### src/hw/rtl/band_clip_and_stretch_macros.svh
// Assertion macros shared by the band clip and stretch RTL.
`ifndef BAND_CLIP_AND_STRETCH_MACROS_SVH
`define BAND_CLIP_AND_STRETCH_MACROS_SVH
`ifndef SYNTHESIS
// Checked property, disabled while reset is asserted.
`define BCS_ASSERT(label, clk, rst_n, prop) \
    label: assert property (@(posedge clk) disable iff (!rst_n) prop) \
        else $error("bcs assertion failed");
// Checked property that also holds during reset.
`define BCS_ASSERT_ALWAYS(label, clk, prop) \
    label: assert property (@(posedge clk) prop) \
        else $error("bcs assertion failed");
`else
`define BCS_ASSERT(label, clk, rst_n, prop)
`define BCS_ASSERT_ALWAYS(label, clk, prop)
`endif
`endif

### src/hw/rtl/bcs_pkg.sv
// Package: shared types, codes and defaults of the band clip and stretch block.
package bcs_pkg;
    localparam int SAMPLE_W = 16;
    localparam int CFG_W    = 64;
    localparam int DIV_STAGES = 8;
    localparam int DIV_BITS   = 2;

    localparam int DEF_BANDS         = 4;
    localparam int DEF_FRAC_BITS     = 15;
    localparam int DEF_NORM_MIN_CODE = 1;
    localparam int DEF_NORM_MAX_CODE = 32768;

    localparam logic [2:0] MODE_NONE   = 3'd0;
    localparam logic [2:0] MODE_CLIP   = 3'd1;
    localparam logic [2:0] MODE_CLAMP  = 3'd2;
    localparam logic [2:0] MODE_LINEAR = 3'd3;
    localparam logic [2:0] MODE_MEDIAN = 3'd4;

    localparam logic [2:0] REG_CLIP_MODE = 3'd0;
    localparam logic [2:0] REG_LOW       = 3'd1;
    localparam logic [2:0] REG_HIGH      = 3'd2;
    localparam logic [2:0] REG_MID       = 3'd3;
    localparam logic [2:0] REG_FLOOR     = 3'd4;
    localparam logic [2:0] REG_CEIL      = 3'd5;
    localparam logic [2:0] REG_NULL      = 3'd6;

    localparam logic [63:0] RST_HIGH = 64'h8000_8000_8000_8000;
    localparam logic [63:0] RST_MID  = 64'h4000_4000_4000_4000;

    // Per-item configuration seen by the front end.
    typedef struct packed {
        logic [2:0]  mode;
        logic [63:0] low;
        logic [63:0] high;
        logic [63:0] mid;
        logic [63:0] flo;
        logic [63:0] cei;
        logic [63:0] nul;
    } t_cfg;

    // Item leaving the front end.
    typedef struct packed {
        logic        vld;
        logic [1:0]  band;
        logic        use_div;
        logic [15:0] y;
        logic [15:0] mul;
        logic [15:0] n;
        logic [15:0] d;
    } t_cls;

    // Item inside the divider.
    typedef struct packed {
        logic        vld;
        logic [1:0]  band;
        logic        use_div;
        logic [15:0] y;
        logic [15:0] rem;
        logic [15:0] lo;
        logic [15:0] q;
        logic [15:0] d;
    } t_div;
endpackage

### src/hw/rtl/bcs_front.sv
// Front end: lane select, mode decode and range classification (two stages).
module bcs_front #(
    parameter int BANDS         = bcs_pkg::DEF_BANDS,
    parameter int FRAC_BITS     = bcs_pkg::DEF_FRAC_BITS,
    parameter int NORM_MIN_CODE = bcs_pkg::DEF_NORM_MIN_CODE
) (
    input  logic                i_clk,
    input  logic                i_rst_n,
    input  logic                i_en,
    input  logic                i_vld,
    input  logic [1:0]          i_band,
    input  logic [15:0]         i_x,
    input  logic                i_partial,
    input  logic                i_pnull,
    input  bcs_pkg::t_cfg       i_cfg,
    output bcs_pkg::t_cls       o_item
);
    localparam logic [15:0] ONE     = 16'(1 << FRAC_BITS);
    localparam logic [15:0] MIN_OUT = 16'(NORM_MIN_CODE);

    typedef struct packed {
        logic        lo;
        logic        hi;
        logic [15:0] n;
        logic [15:0] d;
    } t_rng;

    function automatic t_rng classify(input logic signed [17:0] num_i,
                                      input logic signed [17:0] den_i);
        t_rng r;
        logic signed [17:0] num;
        logic signed [17:0] den;
        num = num_i;
        den = den_i;
        r = '0;
        if (den < 0) begin
            num = -num;
            den = -den;
        end
        if (den == 18'sd0) begin
            r.hi = (num > 0);
            r.lo = (num < 0);
        end else if (num < 0) begin
            r.lo = 1'b1;
        end else if (num > den) begin
            r.hi = 1'b1;
        end else begin
            r.n = num[15:0];
            r.d = den[15:0];
        end
        return r;
    endfunction

    // stage A registers
    logic        r_a_vld;
    logic [1:0]  r_a_band;
    logic        r_a_inb;
    logic [2:0]  r_a_mode;
    logic [15:0] r_a_x, r_a_mn, r_a_mx, r_a_med, r_a_flo, r_a_cei, r_a_nul;
    logic        r_a_partial, r_a_pnull;

    logic [5:0] sh;
    assign sh = {i_band, 4'b0000};

    always_ff @(posedge i_clk) begin
        if (!i_rst_n) begin
            r_a_vld <= 1'b0;
        end else if (i_en) begin
            r_a_vld <= i_vld;
        end
    end

    always_ff @(posedge i_clk) begin
        if (i_en) begin
            r_a_band    <= i_band;
            r_a_inb     <= (32'(i_band) < BANDS);
            r_a_mode    <= i_cfg.mode;
            r_a_x       <= i_x;
            r_a_mn      <= i_cfg.low[sh +: 16];
            r_a_mx      <= i_cfg.high[sh +: 16];
            r_a_med     <= i_cfg.mid[sh +: 16];
            r_a_flo     <= i_cfg.flo[sh +: 16];
            r_a_cei     <= i_cfg.cei[sh +: 16];
            r_a_nul     <= i_cfg.nul[sh +: 16];
            r_a_partial <= i_partial;
            r_a_pnull   <= i_pnull;
        end
    end

    bcs_pkg::t_cls n_b;
    bcs_pkg::t_cls r_b;
    t_rng rng;
    logic skip;
    logic signed [17:0] sx, smn, smx, smed;

    always_comb begin
        sx   = $signed({2'b00, r_a_x});
        smn  = $signed({2'b00, r_a_mn});
        smx  = $signed({2'b00, r_a_mx});
        smed = $signed({2'b00, r_a_med});
        skip = r_a_partial && r_a_pnull;
        rng  = '0;
        n_b  = '0;
        n_b.vld  = r_a_vld;
        n_b.band = r_a_band;
        n_b.y    = r_a_x;
        if (r_a_inb) begin
            unique case (r_a_mode)
                bcs_pkg::MODE_CLIP: begin
                    if (r_a_x < r_a_mn || r_a_x > r_a_mx) n_b.y = r_a_nul;
                end
                bcs_pkg::MODE_CLAMP: begin
                    if (!(r_a_partial && r_a_x == r_a_nul)) begin
                        if (r_a_x < r_a_mn) n_b.y = r_a_mn;
                        else if (r_a_x > r_a_mx) n_b.y = r_a_mx;
                    end
                end
                bcs_pkg::MODE_LINEAR: begin
                    if (!skip) begin
                        rng = classify(sx - smn, smx - smn);
                        if (rng.lo) n_b.y = r_a_flo;
                        else if (rng.hi) n_b.y = r_a_cei;
                        else if (rng.d == '0) n_b.y = '0;
                        else begin
                            n_b.use_div = 1'b1;
                            n_b.mul = ONE;
                            n_b.n = rng.n;
                            n_b.d = rng.d;
                        end
                    end
                end
                bcs_pkg::MODE_MEDIAN: begin
                    if (!skip) begin
                        if (r_a_med > r_a_x) begin
                            // left half: divisor is the magnitude of med - min
                            rng = classify(sx - smn, (smed >= smn) ? smed - smn : smn - smed);
                            if (rng.lo) n_b.y = MIN_OUT;
                            else if (rng.hi) n_b.y = r_a_med;
                            else if (rng.d == '0) n_b.y = '0;
                            else begin
                                n_b.use_div = 1'b1;
                                n_b.mul = r_a_med;
                                n_b.n = rng.n;
                                n_b.d = rng.d;
                            end
                        end else begin
                            rng = classify(sx - smed, smx - smed);
                            if (rng.lo) n_b.y = r_a_med;
                            else if (rng.hi) n_b.y = 16'(bcs_pkg::DEF_NORM_MAX_CODE);
                            else n_b.y = r_a_med + rng.n;
                        end
                    end
                end
                default: ;
            endcase
        end
    end

    always_ff @(posedge i_clk) begin
        if (!i_rst_n) begin
            r_b.vld <= 1'b0;
        end else if (i_en) begin
            r_b.vld <= n_b.vld;
        end
    end

    always_ff @(posedge i_clk) begin
        if (i_en) begin
            r_b.band    <= n_b.band;
            r_b.use_div <= n_b.use_div;
            r_b.y       <= n_b.y;
            r_b.mul     <= n_b.mul;
            r_b.n       <= n_b.n;
            r_b.d       <= n_b.d;
        end
    end

    assign o_item = r_b;
endmodule

### src/hw/rtl/bcs_divider.sv
// Divider: rounding multiply followed by a radix-2 restoring division pipeline, two quotient bits per stage.
`include "band_clip_and_stretch_macros.svh"
module bcs_divider (
    input  logic           i_clk,
    input  logic           i_rst_n,
    input  logic           i_en,
    input  bcs_pkg::t_cls  i_item,
    output bcs_pkg::t_div  o_item
);
    bcs_pkg::t_div r_dv [0:bcs_pkg::DIV_STAGES];
    bcs_pkg::t_div n_dv [1:bcs_pkg::DIV_STAGES];
    logic [31:0] prod;

    // mul*n + d/2 stays below d << 16, so the quotient fits 16 bits
    assign prod = 32'(i_item.mul) * 32'(i_item.n) + 32'(i_item.d[15:1]);

    always_ff @(posedge i_clk) begin
        if (!i_rst_n) begin
            r_dv[0].vld <= 1'b0;
        end else if (i_en) begin
            r_dv[0].vld <= i_item.vld;
        end
    end

    always_ff @(posedge i_clk) begin
        if (i_en) begin
            r_dv[0].band    <= i_item.band;
            r_dv[0].use_div <= i_item.use_div;
            r_dv[0].y       <= i_item.y;
            r_dv[0].rem     <= prod[31:16];
            r_dv[0].lo      <= prod[15:0];
            r_dv[0].q       <= '0;
            r_dv[0].d       <= i_item.d;
        end
    end

    always_comb begin
        logic [16:0] t;
        for (int s = 1; s <= bcs_pkg::DIV_STAGES; s++) begin
            n_dv[s] = r_dv[s-1];
            for (int k = 0; k < bcs_pkg::DIV_BITS; k++) begin
                t = {n_dv[s].rem, n_dv[s].lo[15]};
                n_dv[s].lo = {n_dv[s].lo[14:0], 1'b0};
                if (t >= {1'b0, n_dv[s].d}) begin
                    n_dv[s].rem = 16'(t - {1'b0, n_dv[s].d});
                    n_dv[s].q = {n_dv[s].q[14:0], 1'b1};
                end else begin
                    n_dv[s].rem = t[15:0];
                    n_dv[s].q = {n_dv[s].q[14:0], 1'b0};
                end
            end
        end
    end

    for (genvar g = 1; g <= bcs_pkg::DIV_STAGES; g++) begin : g_stage
        always_ff @(posedge i_clk) begin
            if (!i_rst_n) begin
                r_dv[g].vld <= 1'b0;
            end else if (i_en) begin
                r_dv[g].vld <= n_dv[g].vld;
            end
        end

        always_ff @(posedge i_clk) begin
            if (i_en) begin
                r_dv[g].band    <= n_dv[g].band;
                r_dv[g].use_div <= n_dv[g].use_div;
                r_dv[g].y       <= n_dv[g].y;
                r_dv[g].rem     <= n_dv[g].rem;
                r_dv[g].lo      <= n_dv[g].lo;
                r_dv[g].q       <= n_dv[g].q;
                r_dv[g].d       <= n_dv[g].d;
            end
        end
    end

    assign o_item = r_dv[bcs_pkg::DIV_STAGES];

    `BCS_ASSERT(a_rem_below_div, i_clk, i_rst_n, o_item.vld && o_item.use_div |-> o_item.rem < o_item.d)
    `BCS_ASSERT(a_div_nonzero, i_clk, i_rst_n, o_item.vld && o_item.use_div |-> o_item.d != '0)
    `BCS_ASSERT(a_hold_on_stall, i_clk, i_rst_n, !i_en && o_item.vld |=> $stable(o_item.q) && o_item.vld)
endmodule

### src/hw/rtl/band_clip_and_stretch.sv
// Registered path: front stages A and B, divider stages, output register.
// One sample per cycle unless stalled; the 2-bit-per-stage divider is fully pipelined.
// A stall at the output holds every stage in place; nothing is dropped.
// Reset (synchronous, active low) clears all valid bits and restores register defaults.
// Configuration writes take effect on the next accepted sample.
`include "band_clip_and_stretch_macros.svh"
module band_clip_and_stretch #(
    parameter int BANDS         = bcs_pkg::DEF_BANDS,
    parameter int FRAC_BITS     = bcs_pkg::DEF_FRAC_BITS,
    parameter int NORM_MIN_CODE = bcs_pkg::DEF_NORM_MIN_CODE
) (
    input  logic        i_clk,
    input  logic        i_rst_n,
    input  logic        i_valid,
    output logic        o_ready,
    input  logic [1:0]  i_band_index,
    input  logic [15:0] i_sample_in,
    input  logic        i_tile_partial,
    input  logic        i_pixel_null,
    output logic        o_valid,
    input  logic        i_ready,
    output logic [1:0]  o_band_out,
    output logic [15:0] o_sample_out,
    input  logic        i_cfg_we,
    input  logic [2:0]  i_cfg_idx,
    input  logic [63:0] i_cfg_data
);
    bcs_pkg::t_cfg r_cfg;
    bcs_pkg::t_cls front_item;
    bcs_pkg::t_div div_item;
    logic        en;
    logic        r_vld;
    logic [1:0]  r_band;
    logic [15:0] r_sample;

    // the whole pipe advances when the output slot is free or drained
    assign en      = !r_vld || i_ready;
    assign o_ready = en;

    always_ff @(posedge i_clk) begin
        if (!i_rst_n) begin
            r_cfg.mode <= bcs_pkg::MODE_NONE;
            r_cfg.low  <= '0;
            r_cfg.high <= bcs_pkg::RST_HIGH;
            r_cfg.mid  <= bcs_pkg::RST_MID;
            r_cfg.flo  <= '0;
            r_cfg.cei  <= bcs_pkg::RST_HIGH;
            r_cfg.nul  <= '0;
        end else if (i_cfg_we) begin
            unique case (i_cfg_idx)
                bcs_pkg::REG_CLIP_MODE: r_cfg.mode <= i_cfg_data[2:0];
                bcs_pkg::REG_LOW:       r_cfg.low  <= i_cfg_data;
                bcs_pkg::REG_HIGH:      r_cfg.high <= i_cfg_data;
                bcs_pkg::REG_MID:       r_cfg.mid  <= i_cfg_data;
                bcs_pkg::REG_FLOOR:     r_cfg.flo  <= i_cfg_data;
                bcs_pkg::REG_CEIL:      r_cfg.cei  <= i_cfg_data;
                bcs_pkg::REG_NULL:      r_cfg.nul  <= i_cfg_data;
                default: ;
            endcase
        end
    end

    bcs_front #(
        .BANDS(BANDS),
        .FRAC_BITS(FRAC_BITS),
        .NORM_MIN_CODE(NORM_MIN_CODE)
    ) u_front (
        .i_clk(i_clk),
        .i_rst_n(i_rst_n),
        .i_en(en),
        .i_vld(i_valid),
        .i_band(i_band_index),
        .i_x(i_sample_in),
        .i_partial(i_tile_partial),
        .i_pnull(i_pixel_null),
        .i_cfg(r_cfg),
        .o_item(front_item)
    );

    bcs_divider u_div (
        .i_clk(i_clk),
        .i_rst_n(i_rst_n),
        .i_en(en),
        .i_item(front_item),
        .o_item(div_item)
    );

    always_ff @(posedge i_clk) begin
        if (!i_rst_n) begin
            r_vld <= 1'b0;
        end else if (en) begin
            r_vld <= div_item.vld;
        end
    end

    always_ff @(posedge i_clk) begin
        if (en) begin
            r_band   <= div_item.band;
            r_sample <= div_item.use_div ? div_item.q : div_item.y;
        end
    end

    assign o_valid      = r_vld;
    assign o_band_out   = r_band;
    assign o_sample_out = r_sample;

    `BCS_ASSERT_ALWAYS(a_reset_clears, i_clk, !i_rst_n |=> !o_valid)
    `BCS_ASSERT(a_stall_only_full, i_clk, i_rst_n, !o_ready |-> o_valid && !i_ready)
    `BCS_ASSERT(a_out_hold, i_clk, i_rst_n, o_valid && !i_ready |=> o_valid && $stable(o_sample_out))
endmodule

### config.mk
export PLATFORM = sky130hd
export DESIGN_NAME = band_clip_and_stretch
export DESIGN_NICKNAME = d
export VERILOG_FILES = /design/src/hw/rtl/bcs_pkg.sv /design/src/hw/rtl/bcs_front.sv /design/src/hw/rtl/bcs_divider.sv /design/src/hw/rtl/band_clip_and_stretch.sv
export VERILOG_INCLUDE_DIRS = /design/src /design/src/hw/rtl
export SDC_FILE = /design/constraint.sdc
export NUM_CORES = 2
export LEC_CHECK = 0
export BUFFER_PORTS_ARGS = -buffer_cell sky130_fd_sc_hd__buf_4
export CORE_UTILIZATION = 65
export CTS_BUF_LIST = sky130_fd_sc_hd__clkbuf_4 sky130_fd_sc_hd__clkbuf_8
export CTS_CLUSTER_SIZE = 10
export DETAILED_ROUTE_END_ITERATION = 10
export PLACE_DENSITY = 0.92
export REMOVE_ABC_BUFFERS = 1
export SYNTH_ARGS = -nofsm -noshare
export SYNTH_HDL_FRONTEND = slang
export SYNTH_SLANG_ARGS = --single-unit
### constraint.sdc
create_clock -name i_clk -period 49.8 [get_ports i_clk]
set_clock_uncertainty 0.05 [all_clocks]
set_input_delay 4.98 -clock i_clk [delete_from_list [all_inputs] [get_ports i_clk]]
set_output_delay 4.98 -clock i_clk [all_outputs]
set_load 0.02 [all_outputs]
Yosys cells after proc, flatten, opt, wreduce, memory -nomap -nowiden --
Memory sizes are Yosys's and may differ from the RTL's. Index checks and enable logic that the tools add are counted. Widths: inputs -> output; s select.
Storage, ports and cells: register bits 594, logic and storage cells 272, memories kept 1, bits in writable memories 756
Memory list:
- u_div.r_dv | depth 9, bits a word 84, read ports 9, clocked after Yosys merged registers in 0, wr ports 9, RTL line bcs_divider.sv:10 | bcs_pkg::t_div r_dv [0:bcs_pkg::DIV_STAGES];
Cells by class: reductions and logical operators 18, shifts and indexed selects 6, add/subtract/negate cells 29, order comparisons 32, equal/unequal tests 11, multiply operators 1, bitwise operators 9, multiplexer cells 136
Operators with widths (count):
- $mux 16 | 30
- $mux 32 | 14
- $mux 18 | 23
- $shiftx 64x7->16 | 6
- $mux 48 | 7
- $ge 17x16->1 | 16
- $sub 16x16->16 | 16
- $mux 65 | 2
- $sub 16x16->17 | 6
- $mux 33 | 3
- $pmux 48 s2 | 1
- $lt 18x1->1 const B | 4
- $pmux 16 s4 | 1
- $gt 18x1->1 const B | 3
- $gt 18x18->1 | 3
- $logic_not 18->1 | 3
- $neg 18->18 | 3
- $mux 1 | 43
- $neg 17->18 | 2
- $lt 17x1->1 const B | 2
- $add 32x15->32 | 1
- $gt 16x16->1 | 2
- $logic_not 16->1 | 2
- $mul 16x16->32 | 1
- 15 further kinds | 48

Longest topological paths before layout --
word-level depth 21, gate-level depth with buffers 42

Modules after synthesis --
A second synthesis with hierarchy kept.
Second synthesis, totals: cell total of the unflattened synthesis 7427, area, all modules 78869.4 sq um
Modules (own cells, without submodules):
- bcs_divider | times used 1, area an instance 42239.3 sq um, cells an instance 3701
- bcs_front | times used 1, area an instance 21829.7 sq um, cells an instance 2350
- band_clip_and_stretch | times used 1, area an instance 14800.4 sq um, cells an instance 1376

Worst setup path before layout --
Ideal clock, no wire load.
kind in2out, start input i_ready, end output o_ready, data arrival time 26.328 ns, cell stages on the path 3, path slack 18.442 ns, buffers on the path 1, cell sequence nor2b_1 inv_1 clkbuf_1
On the way: cells in the longest elaborated chain, start to end 1
Ends and longest elaborated chain:
- from (decl) | RTL line band_clip_and_stretch.sv:21 | input logic i_ready,
- $logic_or 1x1->1 | RTL line band_clip_and_stretch.sv:37 | assign en = !r_vld || i_ready;
- to (decl) | RTL line band_clip_and_stretch.sv:15 | output logic o_ready,
Every way passes these cells.

Worst setup path after layout --
Same ends and word-level chain as after synthesis.

==> run metrics <==
Hold-fix buffers, CTS=0; Final Slew Violations=0; Worst-Margin Slew=1.27 ns; gr usage total=36.3%; number of antenna violations at the first check in global routing=12; CP Capture Type=output port; area leader, netlist=edfxtp_1; Cell variety after synth=112; Synth Cell Area=0.0762 mm2; clock share of power=22.1%; core box area=between 0.1 and 0.15 mm2; CP arrival=6.37 ns; I/O pin total=112; clock root buffer=clkbuf_8; Cells after Synth=around 7600; Startpoint Class=input pin; internal power=2.46 mW; Post-CTS Repair Setup Buffers=0; area fraction of the dominant cell type after synthesis=30.9%; CTS Buf Count=182; vias in the first global route=just under 60000; die area=0.119 mm2; slew margin rel.=15.6%; GRT Residual Overflow=0; ranking of synthesized cells by area=edfxtp_1 (31%), dfxtp_1 (10%), ha_1 (9.0%), nand2_1 (6.4%), fa_1 (6.1%); final setup TNS=0 ns; Die Wd=344 um; status=completed; area delta synth->final=8.11%; H-tree levels=4; Placed Area=~0.078 mm2; CTS tree=built; Initial Util=65.6%; Hold Vio Cnt, Final=0; routed wire length=216000 um; CP dominant cell by count=buf_4; YS warnings=0; Largest Register=u_div.r_dv; DRC=0; number of enable flip-flop cells after synthesis=between 700 and 800; most common cell in the netlist=nand2_1; post-layout power=just under 4 mW; Crit Path Class=input pin to output port; Critical Path, Cell by Cell=buf_4, nor2b_1, inv_8, buf_4; clock sink total=1174; NetSw=1.45 mW; site row count=between 100 and 150; final layout net count=8543; initial DRC count=5920; clock buffer depth=3; largest net degree at the start of global routing=199; ANT nets after route=0; Reg clk slew, reported paths=0.07 ns; Synth Flop Type=edfxtp_1; Final Wtd Congestion=about 1.1; asr flop ratio synth=0%; worst min-delay path class=register to register; clk_lat worst skew=0.94 ns; setup violators final=0; Comb pwr share=46.1%; FMAX=87.7 MHz; slowest CP cell=nor2b_1; share of cells above drive strength 1=between 10% and 20%; Final period util=between 20% and 30%; Power Density=47.5 mW/mm2; DR vias=59800; share of the yosys chip area belonging to registers=~41%; IO buf count=between 100 and 150; Vias/cell=6.39; Yosys reg bits=roughly 1200; top cells by count, synth=nand2_1 (1290), edfxtp_1 (783), inv_1 (646); RSZ-0062 raised after global routing=false; drt wl/cell=approximately 23 um; crit-path max FO=a little over 80; final instance area=around 0.082 mm2; required time of the critical path=between 40 and 50 ns; max reg flops=580; VDD IR max=approximately 0.05 mV; LEAKAGE=33.3 nW; maxcap violations=0; Die Ht=344 um; first-pass GRT wire length=331000 um; Crit path largest cell delay=0.52 ns; switch share=37.2%; register share of total power=about a third; min Tclk post-route=11.40 ns; router iterations before antenna repair=8; CTS resizes=0; post-DP HPWL=159000 um; syn avg cell area=10.0 um2
[cell type report]
type	instances	area, um2
timing repair buffer	181	1380
clock inverter	79	719
multi-input combinational	5489	41400
clock buffer	254	3160
antenna	6	15.0
sequential	1174	31300
fill	8009	33800
inverter	646	2430
tap	1524	1910
[cells in the final DEF, fill, tap and decap left out, drive strengths merged, types with 180 or more instances in the layout]
cell type  instances
ha               546
a21oi            283
dfxtp            391
xnor2            241
inv              654
a21boi           430
buf              180
clkbuf           255
nor2             331
nand2           1291
fa               231
o21ai            289
edfxtp           783
[final timing paths]
path | startpoint | endpoint | slack (ns) | cells after the start
setup / recovery | i_ready | o_ready | 38.40 | 4
setup reg to reg | u_front.r_a_med[1] | u_front.o_item[60] | 40.14 | 38
hold reg to reg | u_div.r_dv[5][45] | u_div.r_dv[6][47] | 0.34 | 0
hold / removal | u_div.r_dv[5][45] | u_div.r_dv[6][47] | 0.34 | 0
[cells by family after synthesis]
family          synth area share (%)
flops                           41.1
mux                             5.90
fa+ha+maj                       15.0
other cells                  0.00492
simple gates                    14.5
xor+xnor                        3.79
buf+inv                         4.68
compound gates                  14.9
[metrics by stage]
stage / worst slack [ns] / instances / hold WS, ns / util [%]
finish: 38.40 / 9353 / 0.341 / 70.9
floorplan: 24.55 / 7309 / 0.350 / -
global route: 38.34 / 9350 / 0.334 / 70.9
detailed placement: 38.46 / 9014 / 0.355 / 67.5
CTS: 38.44 / 9347 / 0.329 / 70.9
global placement: 38.52 / 9014 / 0.350 / 67.5
[worst max-delay path: cells and delay by family]
family,cells,cell delay (ns)
buffers and inverters,3,0.77
and+or+nand+nor,1,0.52
[power by group through the flow]
stage / Clock [mW] / Sequential, mW / Combinational, mW
floorplan: 0 / 1.23 / 1.33
global placement: 0 / 1.25 / 1.66
detailed placement: 0 / 1.26 / 1.75
CTS: 0.875 / 1.24 / 1.76
global route: 0.916 / 1.25 / 1.96
finish: 0.864 / 1.24 / 1.80
[metal layers]
| layer | GRT usage, % | share of wire, % |
|---|---|---|
| met1 | 41.9 | 36 |
| met2 | 59.8 | 48 |
| met3 | 6.67 | 7.6 |
| met4 | 28.1 | 8.4 |
| met5 | 0 | 0.039 |
(Power assumes the default switching activity.)
